==> src/sv/lcst_pkg.sv <==
`timescale 1ns / 1ps

package lcst_pkg;

	// Lane table size
	localparam int LANES     = 4;
	localparam int MAX_LANES = (LANES < 4) ? LANES : 4;

	// Field and datapath widths
	localparam int TIME_W       = 16;
	localparam int DIST_W       = 16;
	localparam int SPEED_W      = 22;
	localparam int DIVIDEND_W   = SPEED_W;
	localparam int LENGTH_W     = 32;
	localparam int INFO_W       = 32;
	localparam int STEPS_W      = 6;
	localparam int QUO_W        = 16;
	localparam int RECIP_W      = 23;
	localparam int RECIP_SHIFT  = SPEED_W + 6;
	localparam int RECIP_PROD_W = SPEED_W + RECIP_W;

	// Stream and register bus widths
	localparam int S_TDATA_W = 40;
	localparam int M_TDATA_W = 56;
	localparam int PADDR_W   = 6;
	localparam int PDATA_W   = 64;

	// Arithmetic constants
	localparam logic [SPEED_W-1:0] COIL_SCALE    = SPEED_W'(36);
	localparam logic [TIME_W-1:0]  ZERO_TIME_SUB = TIME_W'(1000);
	localparam logic [STEPS_W-1:0] DIV_STEPS_SPD = STEPS_W'(SPEED_W);
	// 2^28/36 rounded up: exact floor(n/36) for any 22-bit n
	localparam logic [RECIP_W-1:0] RECIP_36      = RECIP_W'(7456541);

	// Register indexes (address bits 5:3)
	localparam logic [2:0] REG_IDS       = 3'd0;
	localparam logic [2:0] REG_LANES     = 3'd1;
	localparam logic [2:0] REG_DISTANCES = 3'd2;
	localparam logic [2:0] REG_HEIGHTS   = 3'd3;
	localparam logic [2:0] REG_MODES     = 3'd4;

	// Item codes
	localparam logic [1:0] POS_FRONT    = 2'd0;
	localparam logic [1:0] POS_BEHIND   = 2'd1;
	localparam logic [1:0] EVT_ENTER    = 2'd0;
	localparam logic [1:0] EVT_LEAVE    = 2'd1;
	localparam logic [1:0] DIR_CORRECT  = 2'd0;
	localparam logic [1:0] DIR_NONE     = 2'd2;
	localparam logic [1:0] STEP_NONE    = 2'd0;
	localparam logic [1:0] STEP_FIRST   = 2'd1;
	localparam logic [1:0] STEP_SECOND  = 2'd2;
	localparam logic [1:0] ST_HANDLED   = 2'd0;
	localparam logic [1:0] ST_NO_LANE   = 2'd1;
	localparam logic [1:0] ST_BAD_POS   = 2'd2;
	localparam logic [1:0] CMODE_NO_SPD = 2'd1;
	localparam logic [1:0] CMODE_SPD    = 2'd2;

	typedef struct packed {
		logic [TIME_W-1:0] event_time;
		logic [1:0]        travel_direction;
		logic [1:0]        coil_event;
		logic [1:0]        coil_position;
		logic [7:0]        detector_lane;
		logic [7:0]        port_id;
	} in_item_t;

	typedef struct packed {
		logic [1:0]        status;
		logic [7:0]        snap_port;
		logic [1:0]        snap_direction;
		logic [INFO_W-1:0] vehicle_info;
		logic [1:0]        snap_step;
		logic [1:0]        lane_index;
		logic              snap_fire;
	} out_item_t;

	// Controller to datapath
	typedef struct packed {
		logic load_item;
		logic lookup;
		logic div_start;
		logic take_speed;
		logic len_quo;
		logic len_split;
		logic len_mul;
		logic len_frac;
		logic take_len;
		logic finish;
	} cmd_t;

	// Datapath to controller
	typedef struct packed {
		logic need_speed;
		logic need_length;
		logic div_done;
	} sts_t;

endpackage

==> src/sv/lcst_div.sv <==
`timescale 1ns / 1ps

module lcst_div (
	input  logic                              clk,
	input  logic                              arst_n,
	input  logic                              start,
	input  logic [lcst_pkg::DIVIDEND_W-1:0]   dividend,
	input  logic [lcst_pkg::TIME_W-1:0]       divisor,
	input  logic [lcst_pkg::STEPS_W-1:0]      steps,
	output logic                              done,
	output logic [lcst_pkg::DIVIDEND_W-1:0]   quotient
);
	import lcst_pkg::*;

	logic                  busy_q;
	logic                  done_q;
	logic [STEPS_W-1:0]    cnt_q;
	logic [DIVIDEND_W-1:0] dq_q;
	logic [TIME_W-1:0]     rem_q;
	logic [TIME_W-1:0]     dsr_q;
	logic [TIME_W:0]       trial;
	logic                  qbit;
	logic [TIME_W-1:0]     rem_n;

	// One restoring step: bring in the next dividend bit, subtract when it fits
	always_comb begin
		trial = {rem_q, dq_q[DIVIDEND_W-1]};
		qbit  = (trial >= {1'b0, dsr_q});
		rem_n = qbit ? TIME_W'(trial - {1'b0, dsr_q}) : trial[TIME_W-1:0];
	end

	// Control: count steps, pulse done after the last one
	always_ff @(posedge clk or negedge arst_n) begin
		if (!arst_n) begin
			busy_q <= 1'b0;
			done_q <= 1'b0;
			cnt_q  <= '0;
		end else if (start) begin
			busy_q <= 1'b1;
			done_q <= 1'b0;
			cnt_q  <= steps;
		end else if (busy_q) begin
			cnt_q <= cnt_q - STEPS_W'(1);
			if (cnt_q == STEPS_W'(1)) begin
				busy_q <= 1'b0;
				done_q <= 1'b1;
			end
		end else begin
			done_q <= 1'b0;
		end
	end

	// Shift dividend out and quotient bits in
	always_ff @(posedge clk) begin
		if (start) begin
			dq_q  <= dividend;
			rem_q <= '0;
			dsr_q <= divisor;
		end else if (busy_q) begin
			dq_q  <= {dq_q[DIVIDEND_W-2:0], qbit};
			rem_q <= rem_n;
		end
	end

	assign done     = done_q;
	assign quotient = dq_q;

endmodule

==> src/sv/lcst_dp.sv <==
`timescale 1ns / 1ps

module lcst_dp (
	input  logic                         clk,
	input  logic                         arst_n,
	input  logic                         psel,
	input  logic                         penable,
	input  logic                         pwrite,
	input  logic [lcst_pkg::PADDR_W-1:0] paddr,
	input  logic [lcst_pkg::PDATA_W-1:0] pwdata,
	output logic [lcst_pkg::PDATA_W-1:0] prdata,
	input  lcst_pkg::in_item_t           s_item,
	input  lcst_pkg::cmd_t               cmd,
	output lcst_pkg::sts_t               sts,
	output lcst_pkg::out_item_t          m_item
);
	import lcst_pkg::*;

	// Configuration registers
	logic [31:0]  ids_q;
	logic [2:0]   lanes_q;
	logic [63:0]  dists_q;
	logic [63:0]  heights_q;
	logic [31:0]  modes_q;

	// Shared coil state
	logic [TIME_W-1:0]   fe_q;
	logic [TIME_W-1:0]   fl_q;
	logic [SPEED_W-1:0]  st_spd_q;
	logic [LENGTH_W-1:0] st_len_q;

	// Item and per-item working registers
	in_item_t              item_q;
	logic                  found_q;
	logic [1:0]            lane_q;
	logic [4:0]            mode_q;
	logic [DIST_W-1:0]     dist_q;
	logic [DIST_W-1:0]     height_q;
	logic [TIME_W-1:0]     den_q;
	logic [TIME_W-1:0]     dt_q;
	logic                  sc_q;
	logic                  need_spd_q;
	logic                  need_len_q;
	logic [SPEED_W-1:0]    speed_q;
	logic [QUO_W-1:0]      quo_q;
	logic [5:0]            rem36_q;
	logic [LENGTH_W-1:0]   ad_q;
	logic [SPEED_W-1:0]    bd_q;
	logic [QUO_W-1:0]      frac_q;
	logic [LENGTH_W-1:0]   len_q;
	out_item_t             out_q;

	// Lookup signals
	logic [2:0]        lim;
	logic              found;
	logic [1:0]        idx;
	logic [7:0]        mode;
	logic              sc;
	logic [TIME_W-1:0] den_raw;
	logic [1:0]        first;
	logic              need_len;
	logic              need_spd;

	// Divider hookup
	logic [DIVIDEND_W-1:0] div_dividend;
	logic [TIME_W-1:0]     div_divisor;
	logic [STEPS_W-1:0]    div_steps;
	logic                  div_done;
	logic [DIVIDEND_W-1:0] div_q;

	// Reciprocal divide by 36
	logic [SPEED_W-1:0]      recip_in;
	logic [RECIP_PROD_W-1:0] recip_prod;
	logic [QUO_W-1:0]        recip_quo;

	// Finish signals
	logic [SPEED_W-1:0]  spd_n;
	logic [LENGTH_W-1:0] len_n;
	logic [TIME_W-1:0]   fe_n;
	logic [TIME_W-1:0]   fl_n;
	logic                hit;
	logic [1:0]          first_f;
	out_item_t           res;

	// Write configuration registers
	always_ff @(posedge clk or negedge arst_n) begin
		if (!arst_n) begin
			ids_q     <= '0;
			lanes_q   <= '0;
			dists_q   <= '0;
			heights_q <= '0;
			modes_q   <= '0;
		end else if (psel && penable && pwrite) begin
			case (paddr[5:3])
				REG_IDS:       ids_q     <= pwdata[31:0];
				REG_LANES:     lanes_q   <= pwdata[2:0];
				REG_DISTANCES: dists_q   <= pwdata;
				REG_HEIGHTS:   heights_q <= pwdata;
				REG_MODES:     modes_q   <= pwdata[31:0];
				default: ;
			endcase
		end
	end

	// Read back configuration registers
	always_comb begin
		case (paddr[5:3])
			REG_IDS:       prdata = {32'd0, ids_q};
			REG_LANES:     prdata = {61'd0, lanes_q};
			REG_DISTANCES: prdata = dists_q;
			REG_HEIGHTS:   prdata = heights_q;
			REG_MODES:     prdata = {32'd0, modes_q};
			default:       prdata = '0;
		endcase
	end

	// Map the detector lane to the first matching configured lane
	always_comb begin
		lim = lanes_q;
		if (lim > 3'(MAX_LANES)) lim = 3'(MAX_LANES);
		found = 1'b0;
		idx   = '0;
		for (int i = 0; i < 4; i++) begin
			if (!found && (3'(i) < lim) && (ids_q[8*i +: 8] != 8'd0) &&
				((ids_q[8*i +: 8] - 8'd1) == item_q.detector_lane)) begin
				found = 1'b1;
				idx   = 2'(i);
			end
		end
		mode    = modes_q[8*idx +: 8];
		sc      = mode[0] && ((mode[2:1] == CMODE_NO_SPD) || (mode[2:1] == CMODE_SPD));
		den_raw = sc ? (item_q.event_time - fe_q) : item_q.event_time;
		first   = (item_q.travel_direction != DIR_CORRECT) ? POS_BEHIND : POS_FRONT;
		need_len = found && sc && (item_q.coil_position == POS_BEHIND) &&
			(item_q.coil_event == EVT_ENTER);
		need_spd = need_len || (found && !sc && (item_q.coil_event == EVT_ENTER) &&
			((item_q.coil_position == POS_FRONT) || (item_q.coil_position == POS_BEHIND)) &&
			(item_q.coil_position != first));
	end

	// Quotient by 36 of the speed or of the remainder product
	assign recip_in   = cmd.len_frac ? bd_q : speed_q;
	assign recip_prod = RECIP_PROD_W'(recip_in) * RECIP_PROD_W'(RECIP_36);
	assign recip_quo  = recip_prod[RECIP_SHIFT +: QUO_W];

	// Hold the item and the looked-up lane parameters
	always_ff @(posedge clk) begin
		if (cmd.load_item) item_q <= s_item;
		if (cmd.lookup) begin
			found_q    <= found;
			lane_q     <= idx;
			mode_q     <= mode[4:0];
			dist_q     <= dists_q[16*idx +: 16];
			height_q   <= heights_q[16*idx +: 16];
			den_q      <= (den_raw == '0) ? ZERO_TIME_SUB : den_raw;
			dt_q       <= fl_q - fe_q;
			sc_q       <= sc;
			need_spd_q <= need_spd;
			need_len_q <= need_len;
		end
		if (cmd.take_speed) speed_q <= div_q[SPEED_W-1:0];
		// Length is (speed/36)*dt + ((speed%36)*dt)/36, less the height
		if (cmd.len_quo) quo_q <= recip_quo;
		if (cmd.len_split) begin
			rem36_q <= 6'(speed_q - SPEED_W'(quo_q) * COIL_SCALE);
			ad_q    <= LENGTH_W'(quo_q) * LENGTH_W'(dt_q);
		end
		if (cmd.len_mul) bd_q <= SPEED_W'(rem36_q) * SPEED_W'(dt_q);
		if (cmd.len_frac) frac_q <= recip_quo;
		if (cmd.take_len) len_q <= ad_q + LENGTH_W'(frac_q) - LENGTH_W'(height_q);
		if (cmd.finish) out_q <= res;
	end

	// Speed is dist*36/elapsed
	assign div_dividend = SPEED_W'(dist_q) * COIL_SCALE;
	assign div_divisor  = den_q;
	assign div_steps    = DIV_STEPS_SPD;

	lcst_div u_div (
		.clk      (clk),
		.arst_n   (arst_n),
		.start    (cmd.div_start),
		.dividend (div_dividend),
		.divisor  (div_divisor),
		.steps    (div_steps),
		.done     (div_done),
		.quotient (div_q)
	);

	// Build the result and the next coil state
	always_comb begin
		spd_n   = st_spd_q;
		len_n   = st_len_q;
		fe_n    = fe_q;
		fl_n    = fl_q;
		hit     = 1'b0;
		first_f = (item_q.travel_direction != DIR_CORRECT) ? POS_BEHIND : POS_FRONT;
		res     = '0;
		res.lane_index = found_q ? lane_q : 2'd0;
		if (!found_q) begin
			res.status = ST_NO_LANE;
		end else if (sc_q) begin
			case ({item_q.coil_position, item_q.coil_event})
				{POS_FRONT, EVT_ENTER}: begin
					spd_n = '0;
					len_n = '0;
					fe_n  = item_q.event_time;
					hit   = !mode_q[3] && !mode_q[4];
				end
				{POS_FRONT, EVT_LEAVE}: begin
					fl_n = item_q.event_time;
					hit  = !mode_q[3] && mode_q[4];
				end
				{POS_BEHIND, EVT_ENTER}: begin
					spd_n = speed_q;
					len_n = len_q;
					hit   = mode_q[3] && !mode_q[4];
				end
				{POS_BEHIND, EVT_LEAVE}: begin
					hit = mode_q[3] && mode_q[4];
				end
				default: ;
			endcase
			if (hit) begin
				res.snap_fire      = 1'b1;
				res.snap_step      = STEP_FIRST;
				res.snap_direction = DIR_NONE;
				if (mode_q[2:1] == CMODE_SPD)
					res.vehicle_info = {len_n[15:0], 16'd0} | INFO_W'(spd_n);
			end
		end else if ((item_q.coil_position != POS_FRONT) &&
			(item_q.coil_position != POS_BEHIND)) begin
			res.status = ST_BAD_POS;
		end else if (item_q.coil_event == EVT_ENTER) begin
			res.snap_fire      = 1'b1;
			res.snap_direction = item_q.travel_direction;
			if (item_q.coil_position == first_f) begin
				res.snap_step = STEP_FIRST;
			end else begin
				res.snap_step    = STEP_SECOND;
				res.vehicle_info = INFO_W'(speed_q);
			end
		end
		res.snap_port = res.snap_fire ? item_q.port_id : 8'd0;
	end

	// Commit the coil state when the result is issued
	always_ff @(posedge clk or negedge arst_n) begin
		if (!arst_n) begin
			fe_q     <= '0;
			fl_q     <= '0;
			st_spd_q <= '0;
			st_len_q <= '0;
		end else if (cmd.finish) begin
			fe_q     <= fe_n;
			fl_q     <= fl_n;
			st_spd_q <= spd_n;
			st_len_q <= len_n;
		end
	end

	assign sts.need_speed  = need_spd_q;
	assign sts.need_length = need_len_q;
	assign sts.div_done    = div_done;
	assign m_item          = out_q;

endmodule

==> src/sv/lcst_ctrl.sv <==
`timescale 1ns / 1ps

module lcst_ctrl (
	input  logic             clk,
	input  logic             arst_n,
	input  logic             s_valid,
	output logic             s_ready,
	output logic             m_valid,
	input  logic             m_ready,
	input  lcst_pkg::sts_t   sts,
	output lcst_pkg::cmd_t   cmd
);
	import lcst_pkg::*;

	typedef enum logic [9:0] {
		ST_IDLE      = 10'b00_0000_0001,
		ST_LOOKUP    = 10'b00_0000_0010,
		ST_PREP      = 10'b00_0000_0100,
		ST_DIV_SPD   = 10'b00_0000_1000,
		ST_LEN_QUO   = 10'b00_0001_0000,
		ST_LEN_SPLIT = 10'b00_0010_0000,
		ST_LEN_MUL   = 10'b00_0100_0000,
		ST_LEN_FRAC  = 10'b00_1000_0000,
		ST_LEN_SUM   = 10'b01_0000_0000,
		ST_FINISH    = 10'b10_0000_0000
	} state_t;

	state_t state_q;
	state_t state_n;
	logic   out_vld_q;

	// Sequence one item through lookup, speed division, length steps and result load
	always_comb begin
		state_n = state_q;
		cmd     = '0;
		case (state_q)
			ST_IDLE: begin
				if (s_valid) begin
					cmd.load_item = 1'b1;
					state_n       = ST_LOOKUP;
				end
			end
			ST_LOOKUP: begin
				cmd.lookup = 1'b1;
				state_n    = ST_PREP;
			end
			ST_PREP: begin
				if (sts.need_speed) begin
					cmd.div_start = 1'b1;
					state_n       = ST_DIV_SPD;
				end else begin
					state_n = ST_FINISH;
				end
			end
			ST_DIV_SPD: begin
				if (sts.div_done) begin
					cmd.take_speed = 1'b1;
					state_n        = sts.need_length ? ST_LEN_QUO : ST_FINISH;
				end
			end
			ST_LEN_QUO: begin
				cmd.len_quo = 1'b1;
				state_n     = ST_LEN_SPLIT;
			end
			ST_LEN_SPLIT: begin
				cmd.len_split = 1'b1;
				state_n       = ST_LEN_MUL;
			end
			ST_LEN_MUL: begin
				cmd.len_mul = 1'b1;
				state_n     = ST_LEN_FRAC;
			end
			ST_LEN_FRAC: begin
				cmd.len_frac = 1'b1;
				state_n      = ST_LEN_SUM;
			end
			ST_LEN_SUM: begin
				cmd.take_len = 1'b1;
				state_n      = ST_FINISH;
			end
			ST_FINISH: begin
				if (!out_vld_q || m_ready) begin
					cmd.finish = 1'b1;
					state_n    = ST_IDLE;
				end
			end
			default: state_n = ST_IDLE;
		endcase
	end

	// Advance state; hold the output valid until the item is taken
	always_ff @(posedge clk or negedge arst_n) begin
		if (!arst_n) begin
			state_q   <= ST_IDLE;
			out_vld_q <= 1'b0;
		end else begin
			state_q <= state_n;
			if (cmd.finish) out_vld_q <= 1'b1;
			else if (m_ready) out_vld_q <= 1'b0;
		end
	end

	assign s_ready = (state_q == ST_IDLE);
	assign m_valid = out_vld_q;

endmodule

==> src/sv/loop_coil_speed_snap_trigger.sv <==
`timescale 1ns / 1ps

// Loop-coil snap trigger: takes one coil event per item, maps its detector lane
// to a configured lane and returns one result item with the capture decision,
// step, speed or packed length/speed, and a status. Items are handled one at a
// time; the result sits in an output register, so the next item is taken while
// it waits. An item needing no arithmetic skips the divider; a dual-coil second
// step makes one 22-step pass of the restoring divider for distance*36/elapsed;
// a single-coil behind-enter makes the speed pass, then five steps that divide
// speed*dt by 36 through a reciprocal multiply: quotient of speed by 36, split
// and multiply by dt, quotient of the remainder product, sum less the height.
// Registers sit at byte address 8*index on the 64-bit configuration port; the
// user must write them only while idle, as the block does not enforce this.

module loop_coil_speed_snap_trigger (
	input  logic                           clk,
	input  logic                           arst_n,
	input  logic                           psel,
	input  logic                           penable,
	input  logic                           pwrite,
	input  logic [lcst_pkg::PADDR_W-1:0]   paddr,
	input  logic [lcst_pkg::PDATA_W-1:0]   pwdata,
	output logic [lcst_pkg::PDATA_W-1:0]   prdata,
	output logic                           pready,
	input  logic                           s_axis_tvalid,
	output logic                           s_axis_tready,
	// port_id, detector_lane, coil_position, coil_event, travel_direction, event_time
	input  logic [lcst_pkg::S_TDATA_W-1:0] s_axis_tdata,
	output logic                           m_axis_tvalid,
	input  logic                           m_axis_tready,
	// snap_fire, lane_index, snap_step, vehicle_info, snap_direction, snap_port, status
	output logic [lcst_pkg::M_TDATA_W-1:0] m_axis_tdata
);
	import lcst_pkg::*;

	localparam int IN_BITS  = $bits(in_item_t);
	localparam int OUT_BITS = $bits(out_item_t);

	cmd_t      cmd;
	sts_t      sts;
	in_item_t  s_item;
	out_item_t m_item;

	// Unpack and pack the stream payloads
	assign s_item       = in_item_t'(s_axis_tdata[IN_BITS-1:0]);
	assign m_axis_tdata = {{(M_TDATA_W-OUT_BITS){1'b0}}, m_item};
	assign pready       = 1'b1;

	lcst_ctrl u_ctrl (
		.clk     (clk),
		.arst_n  (arst_n),
		.s_valid (s_axis_tvalid),
		.s_ready (s_axis_tready),
		.m_valid (m_axis_tvalid),
		.m_ready (m_axis_tready),
		.sts     (sts),
		.cmd     (cmd)
	);

	lcst_dp u_dp (
		.clk     (clk),
		.arst_n  (arst_n),
		.psel    (psel),
		.penable (penable),
		.pwrite  (pwrite),
		.paddr   (paddr),
		.pwdata  (pwdata),
		.prdata  (prdata),
		.s_item  (s_item),
		.cmd     (cmd),
		.sts     (sts),
		.m_item  (m_item)
	);

endmodule

==> config.mk <==
export PLATFORM = sky130hd
export DESIGN_NAME = loop_coil_speed_snap_trigger
export DESIGN_NICKNAME = d
export VERILOG_FILES = /design/src/sv/lcst_pkg.sv /design/src/sv/lcst_div.sv /design/src/sv/lcst_dp.sv /design/src/sv/lcst_ctrl.sv /design/src/sv/loop_coil_speed_snap_trigger.sv
export SDC_FILE = /design/constraint.sdc
export NUM_CORES = 2
export LEC_CHECK = 0
export BUFFER_PORTS_ARGS = -buffer_cell sky130_fd_sc_hd__buf_4
export CELL_PAD_IN_SITES_DETAIL_PLACEMENT = 0
export CELL_PAD_IN_SITES_GLOBAL_PLACEMENT = 1
export CORE_MARGIN = 2
export CORE_UTILIZATION = 54
export DETAILED_ROUTE_END_ITERATION = 12
export PLACE_DENSITY = 0.9
export SETUP_SLACK_MARGIN = 0.05
export SLEW_MARGIN = 40
export SYNTH_ARGS = -nofsm -noshare
export SYNTH_HDL_FRONTEND = slang
export SYNTH_HIERARCHICAL = 1
export SYNTH_SLANG_ARGS = --single-unit
export TNS_END_PERCENT = 20
==> constraint.sdc <==
create_clock -name clk -period 14.55 [get_ports clk]
set_input_delay 2.91 -clock clk [delete_from_list [all_inputs] [get_ports clk]]
set_output_delay 2.91 -clock clk [all_outputs]
set_load 0.03 [all_outputs]
==> results.yml <==
outcome:
  run_status: "completed"
placement:
  place_congestion: 0.9114
  dp_hpwl_um: 85590
  dp.cells: 5236
  place.port_buffers: 226
sta:
  finClkSkew_ns: 0.06259
  maxSlewHeadroom_pct: 40.26
  rsz0062_at_grt: "no"
  slew_viol_final: 0
  period_share_pct: 68.24
  worst_slew_pin_slew_ns: 0.8961
  max_freq_mhz: 100.7
  finalSetupViolations: 0
  final.setup.tns_ns: 0
  min_period_ns: 9.928
  hold_ws_ns: 0.4099
  hold_viol: 0
synth:
  synth-async-reset-ratio_pct: 46.33
  synth_cells: 4062
  ys.flop_type: "edfxtp_1"
  ys_types: 99
  ys_warn_count: 6
  synth_seq_cells: 613
  syn_area_mm2: 0.04416
  syn_area_per_cell_um2: 10.87
  synth-edff-count: 313
  synth_seq_area_share_pct: 38.10
layout:
  drive_above_1_share_pct: 16.11
  multiInputGateArea_mm2: 0.02449
  area_growth_pct: 11.55
  nets: 5033
  regArea_mm2: 0.01683
  mostFrequentLayoutCell: "inv_1"
  fill_cells: 6605
  mostFrequentLayoutCells: "619 x inv_1, 365 x ha_1, 353 x nand2_1, 313 x edfxtp_1, 303 x fa_1"
  fin_cells: 5363
  fin_util_pct: 60.97
floorplan:
  initial_core_util_pct: 54.65
  rows: 104
  io_pins: 240
  die_h_um: 290.0
  die_area_mm2: 0.08409
  core_area_mm2: 0.08081
  die_x_um: 290.0
cts:
  cts_tree: "done"
  cts_setup_buffers: 0
  clk_latency_ns: 0.63
  clock_sinks: 613
  numCtsBuffers: 68
  clk_pin_slew_worst_paths_ns: 0.06
  ctsHoldBuffers: 0
  cts_resized: 0
  cts_buffer_depth: 3
  ctsRootBufferMaster: "clkbuf_16"
  cts_max_level: 3
job:
  drv_cap: 0
drt:
  drc_errors: 0
  first_pass_iters: 6
  vias: 30490
  drtIter0Drc: 2142
  viasPerCell: 5.685
  routed_wirelength_um: 112800
  wl_per_cell_um: 21.04
  ant_nets: 0
global_routing:
  grt_pass1_vias: 31450
  overflow: 0
  grt_max_degree: 77
  grt_pass1_wl_um: 177300
  track_usage_pct: 26.99
  antenna_found_initial: 3
critical_path:
  critPathMaxFanout: 39
  crit_required_ns: 14.91
  cp_slowest_cell: "fa_1"
  cpMostUsedCell: "fa_1"
  crit_path_end_kind: "flop"
  crit_arrival_ns: 10.29
  critical-path-max-stage-delay_ns: 0.65
  critPathLaunchType: "flop"
  critPathKind: "reg2reg"
  r2r_setup_slack_ns: 4.62
power_and_ir_drop:
  peakVddDrop_v: 0.0002039
  p_leak_nw: 22.85
  power_density_mw_per_mm2: 137.7
worst_hold_path:
  min_path_type: "reg2reg"
[kinds of logic after synthesis]
group,synth area share [%]
AND/OR/NAND/NOR,10.03
buffers and inverters,6.779
adder cells (fa/ha/maj),24.08
flip-flops,38.10
AO/OA/AOI/OAI,9.397
multiplexers,8.105
XOR/XNOR,3.482
other,0.03399
[critical path: cells and delay by family, from the launching register on]
kind	cells	cell delay, ns
fa+ha+maj	8	3.56
compound gates	8	2.35
simple gates	5	1.38
buf+inv	5	1.05
mux	1	0.50
flops	1	0.44
xor+xnor	1	0.32
[per-layer routing]
metal	vias to the layer above	global-route usage (%)	part of all wire, %
met5	-	0	0
met4	0	10.65	3.9
met3	195	4.818	7.1
met2	943	44.63	48
met1	15180	35.44	41
li1	14170	-	-
[flip-flops by register name, indices dropped and copies added, names as in the netlist, 22 cells and up]
signal	flops
u_dp/item_q	38
u_dp/modes_q	32
u_dp/st_spd_q	22
u_dp/heights_q	64
u_dp/dists_q	64
u_dp/u_div/quotient	22
u_dp/speed_q	22
u_dp/bd_q	22
u_dp/ids_q	32
u_dp/m_item	49
[worst paths after layout]
check | endpoint | from | cells past startpoint
min | u_dp/u_div/dsr_q[0] | u_dp/den_q[0] | 0
min in group asynchronous | u_dp/u_div/cnt_q[4] | arst_n | 1
max reg2reg | u_dp/quo_q[14] | u_ctrl/state_q[8] | 28
max in group asynchronous | u_dp/st_spd_q[13] | arst_n | 4
max | u_dp/quo_q[14] | u_ctrl/state_q[8] | 28
min reg2reg | u_dp/u_div/dsr_q[0] | u_dp/den_q[0] | 0
[layout make-up]
class / instances / area share [%]
multi-input cells: 2684 / 49.71
flip-flops and latches: 613 / 34.16
inverters: 622 / 4.739
repair buffers: 259 / 4.114
clock buffers: 81 / 3.594
well taps: 1060 / 2.692
clock inverters: 43 / 0.9854
diodes: 1 / 0.005079
[power by group]
part | total, mW | internal, mW | switching (mW)
combinational | 2.56 | 1.14 | 1.42
sequential | 2.48 | 2.21 | 0.268
clock | 1.75 | 1.01 | 0.740
total | 6.79 | 4.36 | 2.43
[synth_stat cells, types with 10 or more instances]
| cell | n | area, µm² |
|---|---|---|
| o31ai_1 | 10 | 75.07 |
| o21bai_1 | 21 | 157.7 |
| a21oi_1 | 122 | 610.6 |
| nand2b_1 | 14 | 87.58 |
| mux2i_1 | 55 | 550.5 |
| dfxtp_1 | 16 | 320.3 |
| nor2_1 | 147 | 551.8 |
| and2_1 | 100 | 625.6 |
| nand4_1 | 22 | 137.6 |
| buf_2 | 14 | 70.07 |
| o21a_1 | 19 | 142.6 |
| mux2_2 | 263 | 2962 |
| edfxtp_1 | 313 | 9399 |
| nand3_1 | 51 | 255.2 |
| nor4_1 | 22 | 137.6 |
| a21o_1 | 31 | 232.7 |
| xor2_1 | 53 | 464.2 |
| o21ai_0 | 143 | 715.7 |
| fa_1 | 303 | 6066 |
| clkbuf_1 | 120 | 450.4 |
| xnor2_1 | 120 | 1051 |
| inv_1 | 620 | 2327 |
| nor3_1 | 64 | 320.3 |
| or3_1 | 17 | 106.4 |
| ha_1 | 365 | 4567 |
| nand2_1 | 354 | 1329 |
| a221o_1 | 30 | 300.3 |
| a22oi_1 | 29 | 217.7 |
| and3_1 | 18 | 112.6 |
| nor2b_1 | 33 | 206.5 |
| a31oi_1 | 11 | 68.82 |
| buf_4 | 12 | 90.09 |
| dfrtp_1 | 283 | 7082 |
| a22o_1 | 61 | 534.3 |
[metrics by stage]
step / power, mW / instance area, µm² / setup WS, ns
after floorplan: 4.349 / 44210 / 4.567
after global placement: 4.973 / 46890 / 4.765
after detailed placement: 5.043 / 46950 / 4.593
after CTS: 6.823 / 49210 / 4.327
after global routing: 7.227 / 49260 / 4.067
final: 6.785 / 49270 / 4.622
(Power assumes the default switching activity.)
